===== src/rtl/low_battery_trimmed_mean_monitor_defines.svh =====
// ----------------------------------------------------------------------------
// Assertion macros for the low-battery trimmed-mean monitor
// Shared immediate-style wrappers around concurrent assertions on clk / rst.
// ----------------------------------------------------------------------------
`ifndef LOW_BATTERY_TRIMMED_MEAN_MONITOR_DEFINES_SVH
`define LOW_BATTERY_TRIMMED_MEAN_MONITOR_DEFINES_SVH

// Same-cycle implication, idle during reset
`define LBTM_ASSERT_IMPL(label, ante, cons, msg) \
  label: assert property (@(posedge clk) disable iff (rst) (ante) |-> (cons)) \
    else $error(msg);

// Next-cycle implication, idle during reset
`define LBTM_ASSERT_NEXT(label, ante, cons, msg) \
  label: assert property (@(posedge clk) disable iff (rst) (ante) |=> (cons)) \
    else $error(msg);

`endif


===== src/rtl/lbtm_pkg.sv =====
// ----------------------------------------------------------------------------
// lbtm_pkg
// Widths, register indexes, reset values and shared types of the monitor.
// ----------------------------------------------------------------------------
`default_nettype none

package lbtm_pkg;

  localparam int LEVEL_W    = 12;
  localparam int SUM_W      = 16;
  localparam int POS_W      = 4;
  localparam int CNT_W      = 5;
  localparam int LIMIT_W    = 4;
  localparam int CFG_IDX_W  = 2;
  localparam int CFG_DATA_W = 12;

  // Configuration register indexes
  localparam logic [CFG_IDX_W-1:0] REG_LOW_THRESHOLD = 2'd0;
  localparam logic [CFG_IDX_W-1:0] REG_RETRY_LIMIT   = 2'd1;

  // Register reset values
  localparam logic [LEVEL_W-1:0] RESET_THRESHOLD = 12'd2771;
  localparam logic [LIMIT_W-1:0] RESET_RETRY     = 4'd3;

  // Low-window counter saturation guard
  localparam logic [CNT_W-1:0] CNT_MAX = 5'd31;

  // Running statistics of the window in progress
  typedef struct packed {
    logic [SUM_W-1:0]   sum;
    logic [LEVEL_W-1:0] min;
    logic [LEVEL_W-1:0] max;
  } window_stats_t;

endpackage

`default_nettype wire


===== src/rtl/lbtm_trim_mean.sv =====
// ----------------------------------------------------------------------------
// lbtm_trim_mean
// Trimmed mean of a finished window: (sum - min - max) / (WINDOW - 2),
// truncated, with the constant divide done as a reciprocal multiply.
// ----------------------------------------------------------------------------
`default_nettype none

module lbtm_trim_mean #(
  parameter int WINDOW = 5
) (
  input  lbtm_pkg::window_stats_t       stats,
  output logic [lbtm_pkg::LEVEL_W-1:0]  mean
);
  import lbtm_pkg::*;

  // Divisor is at most 14, so four guard bits past the sum width make the
  // rounded-up reciprocal exact for every 16-bit numerator.
  localparam int DIV    = WINDOW - 2;
  localparam int SHIFT  = SUM_W + 4;
  localparam int RECIP  = ((1 << SHIFT) + DIV - 1) / DIV;
  localparam int PROD_W = SUM_W + SHIFT + 1;

  logic [LEVEL_W:0]   trim;
  logic [SUM_W-1:0]   rest;
  logic [PROD_W-1:0]  prod;

  // Drop the extremes, clamp at zero
  assign trim = {1'b0, stats.min} + {1'b0, stats.max};
  assign rest = (stats.sum >= SUM_W'(trim)) ? (stats.sum - SUM_W'(trim)) : '0;

  // Divide by multiplying with the reciprocal and keeping the high bits
  assign prod = PROD_W'(rest) * PROD_W'(RECIP);
  assign mean = prod[SHIFT +: LEVEL_W];

endmodule

`default_nettype wire


===== src/rtl/low_battery_trimmed_mean_monitor.sv =====
// ----------------------------------------------------------------------------
// low_battery_trimmed_mean_monitor
// Path: an accepted sample's word goes through stage one, then the result register.
// Throughput: one sample per cycle unless result_stall holds the pipeline.
// Reset: synchronous; clears window, low count and pipeline, reloads registers.
// ----------------------------------------------------------------------------
`default_nettype none
`include "low_battery_trimmed_mean_monitor_defines.svh"

module low_battery_trimmed_mean_monitor #(
  parameter int WINDOW = 5
) (
  input  logic                             clk,
  input  logic                             rst,
  // Sample channel
  input  logic                             sample_valid,
  output logic                             sample_stall,
  input  logic [lbtm_pkg::LEVEL_W-1:0]     sample,
  // Result channel
  output logic                             result_valid,
  input  logic                             result_stall,
  output logic                             window_done,
  output logic [lbtm_pkg::LEVEL_W-1:0]     filtered_level,
  output logic                             below_threshold,
  output logic                             shutdown_request,
  // Configuration write port
  input  logic                             cfg_we,
  input  logic [lbtm_pkg::CFG_IDX_W-1:0]   cfg_index,
  input  logic [lbtm_pkg::CFG_DATA_W-1:0]  cfg_data
);
  import lbtm_pkg::*;

  localparam logic [POS_W-1:0] WIN_LAST = POS_W'(WINDOW - 1);

  // Configuration registers
  logic [LEVEL_W-1:0] low_threshold;
  logic [LIMIT_W-1:0] retry_limit;

  // Window accumulators
  window_stats_t      stats;
  window_stats_t      stats_next;
  logic [POS_W-1:0]   position;

  // Stage one: sample folded into the window
  logic               s1_valid;
  logic               s1_done;

  // Low-window counter
  logic [CNT_W-1:0]   low_count;
  logic [CNT_W-1:0]   low_count_inc;

  logic               accept;
  logic               s2_ready;
  logic [LEVEL_W-1:0] mean;
  logic               below;
  logic               over;

  // Write configuration registers
  always_ff @(posedge clk) begin
    if (rst) begin
      low_threshold <= RESET_THRESHOLD;
      retry_limit   <= RESET_RETRY;
    end else if (cfg_we) begin
      unique case (cfg_index)
        REG_LOW_THRESHOLD: low_threshold <= cfg_data[LEVEL_W-1:0];
        REG_RETRY_LIMIT:   retry_limit   <= cfg_data[LIMIT_W-1:0];
        default: ;
      endcase
    end
  end

  // Handshake: stage two moves when the result register is free or taken
  assign s2_ready     = !result_valid || !result_stall;
  assign sample_stall = s1_valid && !s2_ready;
  assign accept       = sample_valid && !sample_stall;

  // Load on the first sample of a window, accumulate otherwise
  always_comb begin
    if (position == '0) begin
      stats_next.sum = SUM_W'(sample);
      stats_next.min = sample;
      stats_next.max = sample;
    end else begin
      stats_next.sum = stats.sum + SUM_W'(sample);
      stats_next.min = (sample < stats.min) ? sample : stats.min;
      stats_next.max = (sample > stats.max) ? sample : stats.max;
    end
  end

  // Advance window accumulators and position
  always_ff @(posedge clk) begin
    if (rst) begin
      stats    <= '0;
      position <= '0;
    end else if (accept) begin
      stats    <= stats_next;
      position <= (position == WIN_LAST) ? '0 : position + POS_W'(1);
    end
  end

  // Stage one holds the word until stage two takes it
  always_ff @(posedge clk) begin
    if (rst) begin
      s1_valid <= 1'b0;
    end else if (accept) begin
      s1_valid <= 1'b1;
    end else if (s2_ready) begin
      s1_valid <= 1'b0;
    end
  end

  always_ff @(posedge clk) begin
    if (accept) begin
      s1_done <= (position == WIN_LAST);
    end
  end

  // Trimmed mean of the window held in the accumulators
  lbtm_trim_mean #(
    .WINDOW (WINDOW)
  ) u_trim_mean (
    .stats (stats),
    .mean  (mean)
  );

  // Compare and count low windows in a row
  assign below         = (mean < low_threshold);
  assign low_count_inc = (low_count != CNT_MAX) ? low_count + CNT_W'(1) : low_count;
  assign over          = (low_count_inc > CNT_W'(retry_limit));

  always_ff @(posedge clk) begin
    if (rst) begin
      low_count <= '0;
    end else if (s2_ready && s1_valid && s1_done) begin
      if (below && !over) begin
        low_count <= low_count_inc;
      end else begin
        low_count <= '0;
      end
    end
  end

  // Result register
  always_ff @(posedge clk) begin
    if (rst) begin
      result_valid <= 1'b0;
    end else if (s2_ready) begin
      result_valid <= s1_valid;
    end
  end

  always_ff @(posedge clk) begin
    if (s2_ready && s1_valid) begin
      window_done      <= s1_done;
      filtered_level   <= s1_done ? mean : '0;
      below_threshold  <= s1_done && below;
      shutdown_request <= s1_done && below && over;
    end
  end

  // Checks
  `LBTM_ASSERT_IMPL(a_shut_needs_low, result_valid && shutdown_request,
    below_threshold && window_done, "shutdown without a low finished window")
  `LBTM_ASSERT_IMPL(a_idle_fields_zero, result_valid && !window_done,
    (filtered_level == '0) && !below_threshold, "fields set on an unfinished window")
  `LBTM_ASSERT_IMPL(a_position_range, 1'b1, position <= WIN_LAST,
    "window position past the last sample")
  `LBTM_ASSERT_IMPL(a_stall_only_full, sample_stall,
    s1_valid && result_valid && result_stall, "sample stalled with room in the pipeline")

endmodule

`default_nettype wire

===== config.mk =====
export PLATFORM = sky130hd
export DESIGN_NAME = low_battery_trimmed_mean_monitor
export DESIGN_NICKNAME = d
export VERILOG_FILES = /design/src/rtl/lbtm_pkg.sv /design/src/rtl/lbtm_trim_mean.sv /design/src/rtl/low_battery_trimmed_mean_monitor.sv
export VERILOG_INCLUDE_DIRS = /design/src /design/src/rtl
export SDC_FILE = /design/constraint.sdc
export NUM_CORES = 1
export LEC_CHECK = 0
export ABC_AREA = 1
export BUFFER_PORTS_ARGS = -buffer_cell sky130_fd_sc_hd__buf_2
export CORE_AREA = 2 2 193 195
export DETAILED_ROUTE_END_ITERATION = 7
export DIE_AREA = 0 0 195 197
export SKIP_LAST_GASP = 1
export SLEW_MARGIN = 20
export SYNTH_ARGS = -nofsm -noshare
export SYNTH_HDL_FRONTEND = slang
export SYNTH_HIERARCHICAL = 1
export SYNTH_SLANG_ARGS = --single-unit

===== constraint.sdc =====
create_clock -name clk -period 25.9 [get_ports clk]
set_clock_uncertainty 0.15 [all_clocks]
set_input_delay 3.885 -clock clk [delete_from_list [all_inputs] [get_ports clk]]
set_output_delay 3.885 -clock clk [all_outputs]
set_load 0.01 [all_outputs]

==> results.json, run 1 <==
{
  "hold_buffers": 0,
  "grt_pass1_wl_mm": 45.86,
  "clock_path_buffers": 2,
  "globalplace.congestion": 0.9130,
  "synth_edf_count": 16,
  "grtUsageMet1": 0.1933,
  "place_hpwl_mm": 23.27,
  "met3_usage": 0.01557,
  "drt_wl_total_mm": 27.65,
  "synth_seq_cells": 83,
  "overflow": 0,
  "insertion_delay_ps": 350,
  "synth_nets": 1787,
  "die-area_um2": 38420,
  "syn_inst": 1501,
  "clockRootBuffer": "clkbuf_16",
  "worst-path-buf-inv": 5,
  "die_y_um": 197,
  "slew_violations": 0,
  "die_w_um": 195,
  "htreeDepth": 3,
  "fin_crit_sh": 0.3656,
  "rows": 70,
  "cts_tree": "done",
  "syn_to_final_growth_pct": 9.342,
  "cpPeakStageDelay_ps": 560,
  "ios": 48,
  "cp.arrival_ps": 9500,
  "layout-drive-gt1-share": 0.06744,
  "ys_seq_area_frac": 0.1683,
  "critPathLaunchType": "flip-flop",
  "postCtsSetupBuffers": 0,
  "via_per_inst": 4.779,
  "antenna_found_initial": 0,
  "avgSynthCellArea_um2": 7.210,
  "nNetsFinal": 1823,
  "status": "complete, no violations",
  "min_path_type": "flip-flop to flip-flop",
  "groute.usage.overall": 0.1465,
  "io_buffers": 47,
  "cp_slowest_cell": "a21oi_1",
  "postRouteAntennaNets": 0,
  "cp_data_required_time_ps": 25930,
  "vias": 9605,
  "drt-initial-drc-count": 488,
  "coreArea_um2": 36260,
  "finalSetupViolations": 0,
  "final.min_clock_period_ps": 9470,
  "netlist_area_um2": 10820,
  "seqCellArea_um2": 1822,
  "grt_pass1_vias": 9372,
  "cap_viol_max_count": 0,
  "worst-slew-pin-transition_ps": 969.5,
  "met2_usage": 0.2586,
  "timing.final.hold_violations": 0,
  "synth-main-ff-cell": "dfxtp_1",
  "maxSlewHeadroom": 0.3502,
  "yosys_warnings": 6,
  "cts_buffers": 9,
  "cts.clk_slew.worst_paths_ps": 70,
  "grt_max_degree": 59,
  "ys_types": 44,
  "wl_per_cell_um": 13.76,
  "firstDrtPassIters": 5,
  "finalSetupTns_ps": 0,
  "max_freq_mhz": 105.6,
  "crit_type": "flip-flop to flip-flop",
  "cts.sinks": 83,
  "crit_family": "adder cells",
  "worstPathMaxFanout": 11,
  "remaining_drc_errors": 0,
  "top_usage_layer": "met2",
  "multiInputGateArea_um2": 7694,
  "cts-resized-gates": 0,
  "n_antenna_cell": 0,
  "start_util": 0.2984,
  "cp-end-kind": "flip-flop",
  "num-fill-cells": 3930,
  "crit_top_cell": "nand2_1",
  "rsz0062_at_grt": "no",
  "async_reset_ff_frac": 0
}
[synthesized netlist by cell type (3+ instances only)]
| library cell | n | area, um^2 |
|---|---|---|
| inv_2 | 8 | 30.03 |
| nor3_1 | 18 | 90.09 |
| xnor2_1 | 10 | 87.58 |
| nand3_2 | 4 | 40.04 |
| o21ai_0 | 57 | 285.3 |
| buf_6 | 5 | 56.30 |
| ha_1 | 179 | 2240 |
| nor2_1 | 104 | 390.4 |
| edfxtp_1 | 16 | 480.5 |
| nand2_2 | 18 | 112.6 |
| clkbuf_1 | 11 | 41.29 |
| o211ai_1 | 12 | 90.09 |
| xor2_1 | 18 | 157.7 |
| a21oi_1 | 135 | 675.7 |
| dfxtp_1 | 67 | 1341 |
| a31oi_1 | 5 | 31.28 |
| a21o_1 | 6 | 45.04 |
| nor4_1 | 3 | 18.77 |
| fa_1 | 76 | 1521 |
| nand3b_1 | 5 | 37.54 |
| a21boi_0 | 3 | 22.52 |
| inv_1 | 301 | 1130 |
| nand4_1 | 13 | 81.33 |
| nand2_1 | 315 | 1182 |
| o21bai_1 | 4 | 30.03 |
| nand3_1 | 78 | 390.4 |
| buf_2 | 6 | 30.03 |
[flip-flops by register name, indices dropped and copies added (netlist names), 4 cells and up]
signal	flops
retry_limit	4
position	4
low_count	5
low_threshold	12
filtered_level	12
stats	40
[metal layers]
layer  routed length, um  vias to the layer above
met4                 387                        0
met2               13240                      189
met1               12920                     4506
met3                1098                       28
li1                    -                     4882
met5                   0                        -
[tightest hold or removal path, stage by stage, from the launching register on]
cell	delay [ps]
dfxtp_1	310
nand3_1	70
inv_1	40
[stage by stage]
step | instances | utilization | hold slack, ps | area (um^2) | setup WS [ps]
2_1_floorplan | 1501 | - | 282.4 | 10820 | 17720
4_1_cts | 2010 | 0.3263 | 310.8 | 11830 | 16440
6_report | 2010 | 0.3263 | 310.7 | 11830 | 16430
3_3_place_gp | 1994 | 0.3176 | 296.2 | 11510 | 16510
3_5_place_dp | 1994 | 0.3176 | 300.5 | 11510 | 16490
5_1_grt | 2010 | 0.3263 | 331.6 | 11830 | 15720
[layout by cell type (no fill, tap or decap), drive strengths merged, types with 2 or more instances in the layout]
master    netlist  final
clkbuf         11     10
a21boi          3      3
fa             76     76
buf            13     49
a211oi          2      2
nand3b          5      5
nand4          13     13
bufinv          0      2
o21ai          60     60
edfxtp         16     16
inv           309    310
a21oi         136    136
o211ai         12     12
nor4            3      3
a21o            7      7
o21bai          4      4
nor2          108    108
xor2           18     18
xnor2          10     10
clkinv          1      2
a31oi           5      5
dfxtp          67     67
and2            2      2
clkinvlp        0      2
ha            179    179
nand2         333    333
nand3          82     82
nor3           20     20
[cell type report]
cell class / instances / share of cell area
Timing Repair Buffer: 49 / 0.02115
Multi-Input combinational cell: 1084 / 0.6502
Tap cell: 468 / 0.04949
Clock buffer: 10 / 0.01935
Sequential cell: 83 / 0.1540
Inverter: 310 / 0.09834
Clock inverter: 6 / 0.007508
[final timing paths]
| check | from | to | slack, ps | depth (start not counted) |
|---|---|---|---|---|
| max | stats[0] | shutdown_request | 16430 | 45 |
| min | low_count[4] | low_count[4] | 310 | 2 |
| max reg2reg | stats[0] | shutdown_request | 16430 | 45 |
| min reg2reg | low_count[4] | low_count[4] | 310 | 2 |
[kinds of logic (layout without fill, tap and decap cells)]
| family | after synthesis | in the layout | synth area share |
|---|---|---|---|
| flops | 83 | 83 | 0.1683 |
| xor+xnor | 28 | 28 | 0.02266 |
| buf+inv | 334 | 375 | 0.1207 |
| compound gates | 233 | 233 | 0.1168 |
| fa+ha+maj | 255 | 255 | 0.3476 |
| simple gates | 568 | 568 | 0.2240 |
Power of run 1 is not shown: default switching activity piles up to over one toggle a cycle in this logic, so the estimate is an artifact.
==> run 2, diff against run 1 <==
--- a/config.mk
+++ b/config.mk
@@ -6,11 +6,11 @@
 export SDC_FILE = /design/constraint.sdc
 export NUM_CORES = 1
 export LEC_CHECK = 0
-export ABC_AREA = 1
+export ABC_AREA = 0
 export BUFFER_PORTS_ARGS = -buffer_cell sky130_fd_sc_hd__buf_2
-export CORE_AREA = 2 2 193 195
+export CORE_AREA = 2 2 190 192
 export DETAILED_ROUTE_END_ITERATION = 7
-export DIE_AREA = 0 0 195 197
+export DIE_AREA = 0 0 192 194
 export SKIP_LAST_GASP = 1
 export SLEW_MARGIN = 20
 export SYNTH_ARGS = -nofsm -noshare
==> constraint.sdc (replaced) <==
create_clock -name clk -period 8.85 [get_ports clk]
set_clock_uncertainty 0.15 [all_clocks]
set_input_delay 1.3275 -clock clk [delete_from_list [all_inputs] [get_ports clk]]
set_output_delay 1.3275 -clock clk [all_outputs]
set_load 0.01 [all_outputs]
==> run 2 against run 1 <==
Net effect: the run now ends with setup timing left; die area is 3.0% lower; count of clock-buffer cells in the layout is 1 higher; area after synthesis decreased by 3.7%; sequential share of layout area is 1.8 points lower; utilization up 5.6 points; final cell count fell by 6.4%; synthesized cell count shrank 21%; flip-flop and latch count did not move; global-route usage about the same; final area up 14%; first-iteration DRC count is 28% lower; highest routed layer unchanged.
==> results.json, run 2 <==
{
  "rows": 69,
  "ios": 48,
  "wl_per_cell_um": 14.40,
  "cts.clk_slew.worst_paths_ps": 70,
  "worstPathMaxFanout": 6,
  "nNetsFinal": 1701,
  "drt-initial-drc-count": 352,
  "die_w_um": 192,
  "seqCellArea_um2": 1826,
  "synth-simple-area-share": 0.1605,
  "place_inst": 1845,
  "setup_slack_ps": -1010,
  "cts_tree": "done",
  "cp_slowest_cell": "fa_1",
  "num-fill-cells": 3555,
  "critPathLaunchType": "flip-flop",
  "start_util": 0.2958,
  "min_path_type": "flip-flop to flip-flop",
  "mostFrequentLayoutCell": "buf_4",
  "yosysTopAreaCell": "ha_1",
  "place_ws_ps": -1132,
  "synth_xor_area_frac": 0.03279,
  "worst-r2r-setup-slack_ps": -1010,
  "cp.arrival_ps": 9960,
  "multiInputGateArea_um2": 8367,
  "n_antenna_cell": 0,
  "cp_data_required_time_ps": 8950,
  "antenna_found_initial": 0,
  "worstReg2RegStart": "stats[0]",
  "layout-drive-gt1-share": 0.2746,
  "netlist_area_um2": 10420,
  "startpoint": "stats[0]",
  "cap_viol_max_count": 0,
  "globalplace.congestion": 0.8908,
  "grt_pass1_vias": 9258,
  "coreArea_um2": 35220,
  "synth_seq_cells": 83,
  "synth_nets": 1479,
  "postRouteAntennaNets": 0,
  "violations": "setup timing",
  "synth_top_area_frac": 0.2150,
  "synth_commonest_cells": "180 x inv_1, 179 x ha_1, 98 x nor2_1",
  "slew_violations": 0,
  "groute.usage.overall": 0.1463,
  "synth_top_family_by_area": "adder cells",
  "grt_pass1_wl_mm": 44.63,
  "final_core_util": 0.3820,
  "syn_inst": 1193,
  "largestRegisters": "stats x40, filtered_level x12, low_threshold x12",
  "htreeDepth": 3,
  "stdcell_count": 1881,
  "synth_compound_area_frac": 0.1726,
  "insertion_delay_ps": 360,
  "place_area_um2": 12640,
  "firstDrtPassIters": 4,
  "hold_depth": 2,
  "ys_types": 77,
  "final.min_clock_period_ps": 9860,
  "yosysMostFrequentCell": "inv_1",
  "fin_crit_sh": 1.114,
  "cts_buffers": 9,
  "cpPeakStageDelay_ps": 580,
  "synth-adder-area-share": 0.3610,
  "die-area_um2": 37250,
  "synth_edf_count": 16,
  "status": "finished with violations",
  "crit_top_cell": "inv_2",
  "io_buffers": 47,
  "layout_common_cells": "192 x buf_4, 175 x inv_1, 167 x ha_1",
  "synth.area.top_cells": "ha_1 21%, fa_1 15%, dfxtp_1 13%",
  "yosys_warnings": 6,
  "via_per_inst": 4.869,
  "synthMuxAreaShare": 0.02066,
  "syn_to_final_growth_pct": 29.17,
  "timing.final.hold_violations": 0,
  "die_y_um": 194,
  "rsz0062_at_grt": "yes",
  "synth-main-ff-cell": "dfxtp_1",
  "clockRootBuffer": "clkbuf_16",
  "hold_buffers": 0,
  "place_hpwl_mm": 22.23,
  "vias": 9158,
  "overflow": 0,
  "worst-slew-pin-transition_ps": 1053,
  "clock_path_buffers": 2,
  "ys_seq_area_frac": 0.1749,
  "worstReg2RegEnd": "low_count[0]",
  "endpoint": "low_count[0]",
  "drt_wl_total_mm": 27.08,
  "async_reset_ff_frac": 0,
  "max_freq_mhz": 101.4,
  "grt_max_degree": 75,
  "finalSetupViolations": 12,
  "cp-end-kind": "flip-flop",
  "avgSynthCellArea_um2": 8.732,
  "largest_register_ffs": 40,
  "maxSlewHeadroom": 0.2939,
  "fin_area_um2": 13460,
  "r2r_cells": 46,
  "remaining_drc_errors": 0,
  "top_register": "stats",
  "crit_type": "flip-flop to flip-flop",
  "cts.sinks": 83
}
run 2: cell type report:
type                    instances  area share
clock buffers                  11     0.01729
clock inverters                 5    0.002324
inverters                     181     0.05049
multi-input cells             895      0.6218
flip-flops and latches         83      0.1357
well taps                     461     0.04286
repair buffers                245      0.1296
run 2: how the worst min path moves through the flow:
stage	start	endpoint	slack (ps)
2_1_floorplan	retry_limit[0]	retry_limit[0]	290
3_3_place_gp	s1_valid	result_valid	310
3_5_place_dp	position[1]	position[1]	330
4_1_cts	position[1]	position[1]	340
5_1_grt	position[3]	position[3]	380
6_report	position[1]	position[1]	350
run 2: worst max-delay path, delay by kind of cell, from the launching register on:
family	cells	cell delay, ps
AO/OA/AOI/OAI	18	3220
buffers and inverters	8	620
adder cells (fa/ha/maj)	11	4030
flip-flops	1	360
AND/OR/NAND/NOR	9	1370
run 2: layer usage:
layer	up-vias	wire (um)	global-route usage
li1	4616	-	-
met1	4376	12540	0.1898
met2	134	13320	0.2534
met3	32	745	0.02136
met4	0	477	0.03675
met5	-	0	0
run 2: timing repair:
item / in CTS / in global routing
buffers inserted: 11 / 10
gates cloned: 0 / 0
pin swaps: 35 / 41
resized for setup: 28 / 62
setup endpoints to repair: 14 / 18
hold endpoints to repair: 0 / 0
run 2: logic make-up (layout without fill, tap and decap cells):
logic type      Yosys count  count (layout)
xor+xnor                 39              39
fa+ha+maj               255             255
simple gates            326             326
flops                    83              83
mux                      20              20
compound gates          255             255
buf+inv                 215             442
run 2: per-stage QoR:
step	TNS [ps]	hold WS, ps
6_report	-6209	346.7
3_5_place_dp	-7146	334.8
4_1_cts	-5283	344.2
2_1_floorplan	-3278	292.3
5_1_grt	-12910	379.2
3_3_place_gp	-4998	313.5
Power of run 2 is left out for the same reason.
==> run 3, diff against run 2 <==
--- a/config.mk
+++ b/config.mk
@@ -11,7 +11,6 @@
 export CORE_AREA = 2 2 190 192
 export DETAILED_ROUTE_END_ITERATION = 7
 export DIE_AREA = 0 0 192 194
-export SKIP_LAST_GASP = 1
 export SLEW_MARGIN = 20
 export SYNTH_ARGS = -nofsm -noshare
 export SYNTH_HDL_FRONTEND = slang
==> run 3 against run 2 <==
Net effect: the run still ends with setup timing left; die area unchanged; global-route usage unchanged; worst hold slack worse by 1.5 ps; first-iteration DRC count up 7.1%; utilization up 0.078 points; non-clock buffer count unchanged; via count about the same; largest cell class unchanged.
==> results.json, run 3 (same netlist as run 2, synthesis figures left out) <==
{
  "rows": 69,
  "layout_common_cells": "189 x buf_4, 175 x inv_1, 167 x ha_1",
  "wl_per_cell_um": 14.40,
  "rsz0062_at_grt": "yes",
  "die_w_um": 192,
  "timing.final.hold_violations": 0,
  "min_from": "position[1]",
  "hold_slack_ps": 345.3,
  "slew_violations": 0,
  "cts.clk_slew.worst_paths_ps": 70,
  "nNetsFinal": 1701,
  "n_antenna_cell": 0,
  "critPathLaunchType": "flip-flop",
  "htreeDepth": 3,
  "mostFrequentLayoutCell": "buf_4",
  "cts_tree": "done",
  "via_per_inst": 4.872,
  "globalplace.congestion": 0.8908,
  "firstDrtPassIters": 5,
  "grt_pass1_vias": 9258,
  "worstReg2RegStart": "stats[0]",
  "syn_to_final_growth_pct": 29.44,
  "cts.sinks": 83,
  "overflow": 0,
  "io_buffers": 47,
  "grt_pass1_wl_mm": 44.63,
  "cp_slowest_cell": "fa_1",
  "worstPathMaxFanout": 6,
  "setup_slack_ps": -1020,
  "largestRegisters": "stats x40, filtered_level x12, low_threshold x12",
  "layout-drive-gt1-share": 0.2768,
  "cap_viol_max_count": 0,
  "insertion_delay_ps": 360,
  "worst-slew-pin-transition_ps": 1044,
  "cp_data_required_time_ps": 8920,
  "start_util": 0.2958,
  "top_register": "stats",
  "max_freq_mhz": 101.3,
  "postRouteAntennaNets": 0,
  "drt_wl_total_mm": 27.08,
  "drt-initial-drc-count": 377,
  "min_path_type": "flip-flop to flip-flop",
  "cts_buffers": 9,
  "vias": 9165,
  "cp.arrival_ps": 9940,
  "remaining_drc_errors": 0,
  "ios": 48,
  "place_hpwl_mm": 22.23,
  "largest_register_ffs": 40,
  "status": "finished with violations",
  "clockRootBuffer": "clkbuf_16",
  "grt_max_degree": 75,
  "crit_type": "flip-flop to flip-flop",
  "groute.usage.overall": 0.1463,
  "clock_path_buffers": 2,
  "fin_crit_sh": 1.115,
  "violations": "setup timing",
  "cp-end-kind": "flip-flop",
  "startpoint": "stats[0]",
  "crit_top_cell": "inv_2",
  "die-area_um2": 37250,
  "antenna_found_initial": 0,
  "final.min_clock_period_ps": 9870,
  "finalSetupViolations": 12,
  "cpPeakStageDelay_ps": 580,
  "maxSlewHeadroom": 0.3000,
  "coreArea_um2": 35220,
  "die_y_um": 194
}
## run 3: timing repair
action	4_1_cts	5_1_grt
gates resized for setup	29	68
setup buffers	11	10
endpoints found under the setup margin	14	18
hold buffers	0	0
pin swaps	35	42
## run 3: layer usage
layer  share of wire  GRT usage  up-vias
met3           0.026    0.02136       36
met2            0.49     0.2534      141
met5               0          0        -
met4           0.018    0.03675        0
li1                -          -     4613
met1            0.47     0.1898     4375
## run 3: final cells by class
type | count | area [um^2]
fill | 3555 | 21740
multi-input combinational | 895 | 8383
sequential | 83 | 1826
timing repair buffer | 245 | 1755
inverter | 181 | 679.4
tap | 461 | 576.8
clock buffer | 11 | 232.7
clock inverter | 5 | 31.28
## run 3: metrics by stage
stage | TNS [ps] | std cells | utilization | instance area, um^2 | worst slack (ps)
after floorplan | -3278 | 1193 | - | 10620 | -599.5
after global placement | -4998 | 1845 | 0.3588 | 12640 | -855.3
after detailed placement | -7146 | 1845 | 0.3588 | 12640 | -1132
after CTS | -5276 | 1872 | 0.3729 | 13140 | -948.4
after global routing | -12840 | 1881 | 0.3828 | 13480 | -1474
final | -6322 | 1881 | 0.3828 | 13480 | -1020
## run 3: critical path, delay by kind of cell, from the launching register on
family | cells | cell delay, ps
fa+ha+maj | 11 | 4110
compound gates | 18 | 3350
buf+inv | 9 | 840
simple gates | 6 | 790
flops | 1 | 360
xor+xnor | 1 | 130
## run 3: path summary, 6_finish.rpt
kind	slack (ps)	to	cells past startpoint
setup / recovery	-1020	low_count[2]	45
hold / removal	350	position[1]	2
setup reg to reg	-1020	low_count[2]	45
hold reg to reg	350	position[1]	2
Power of run 3 is left out for the same reason.
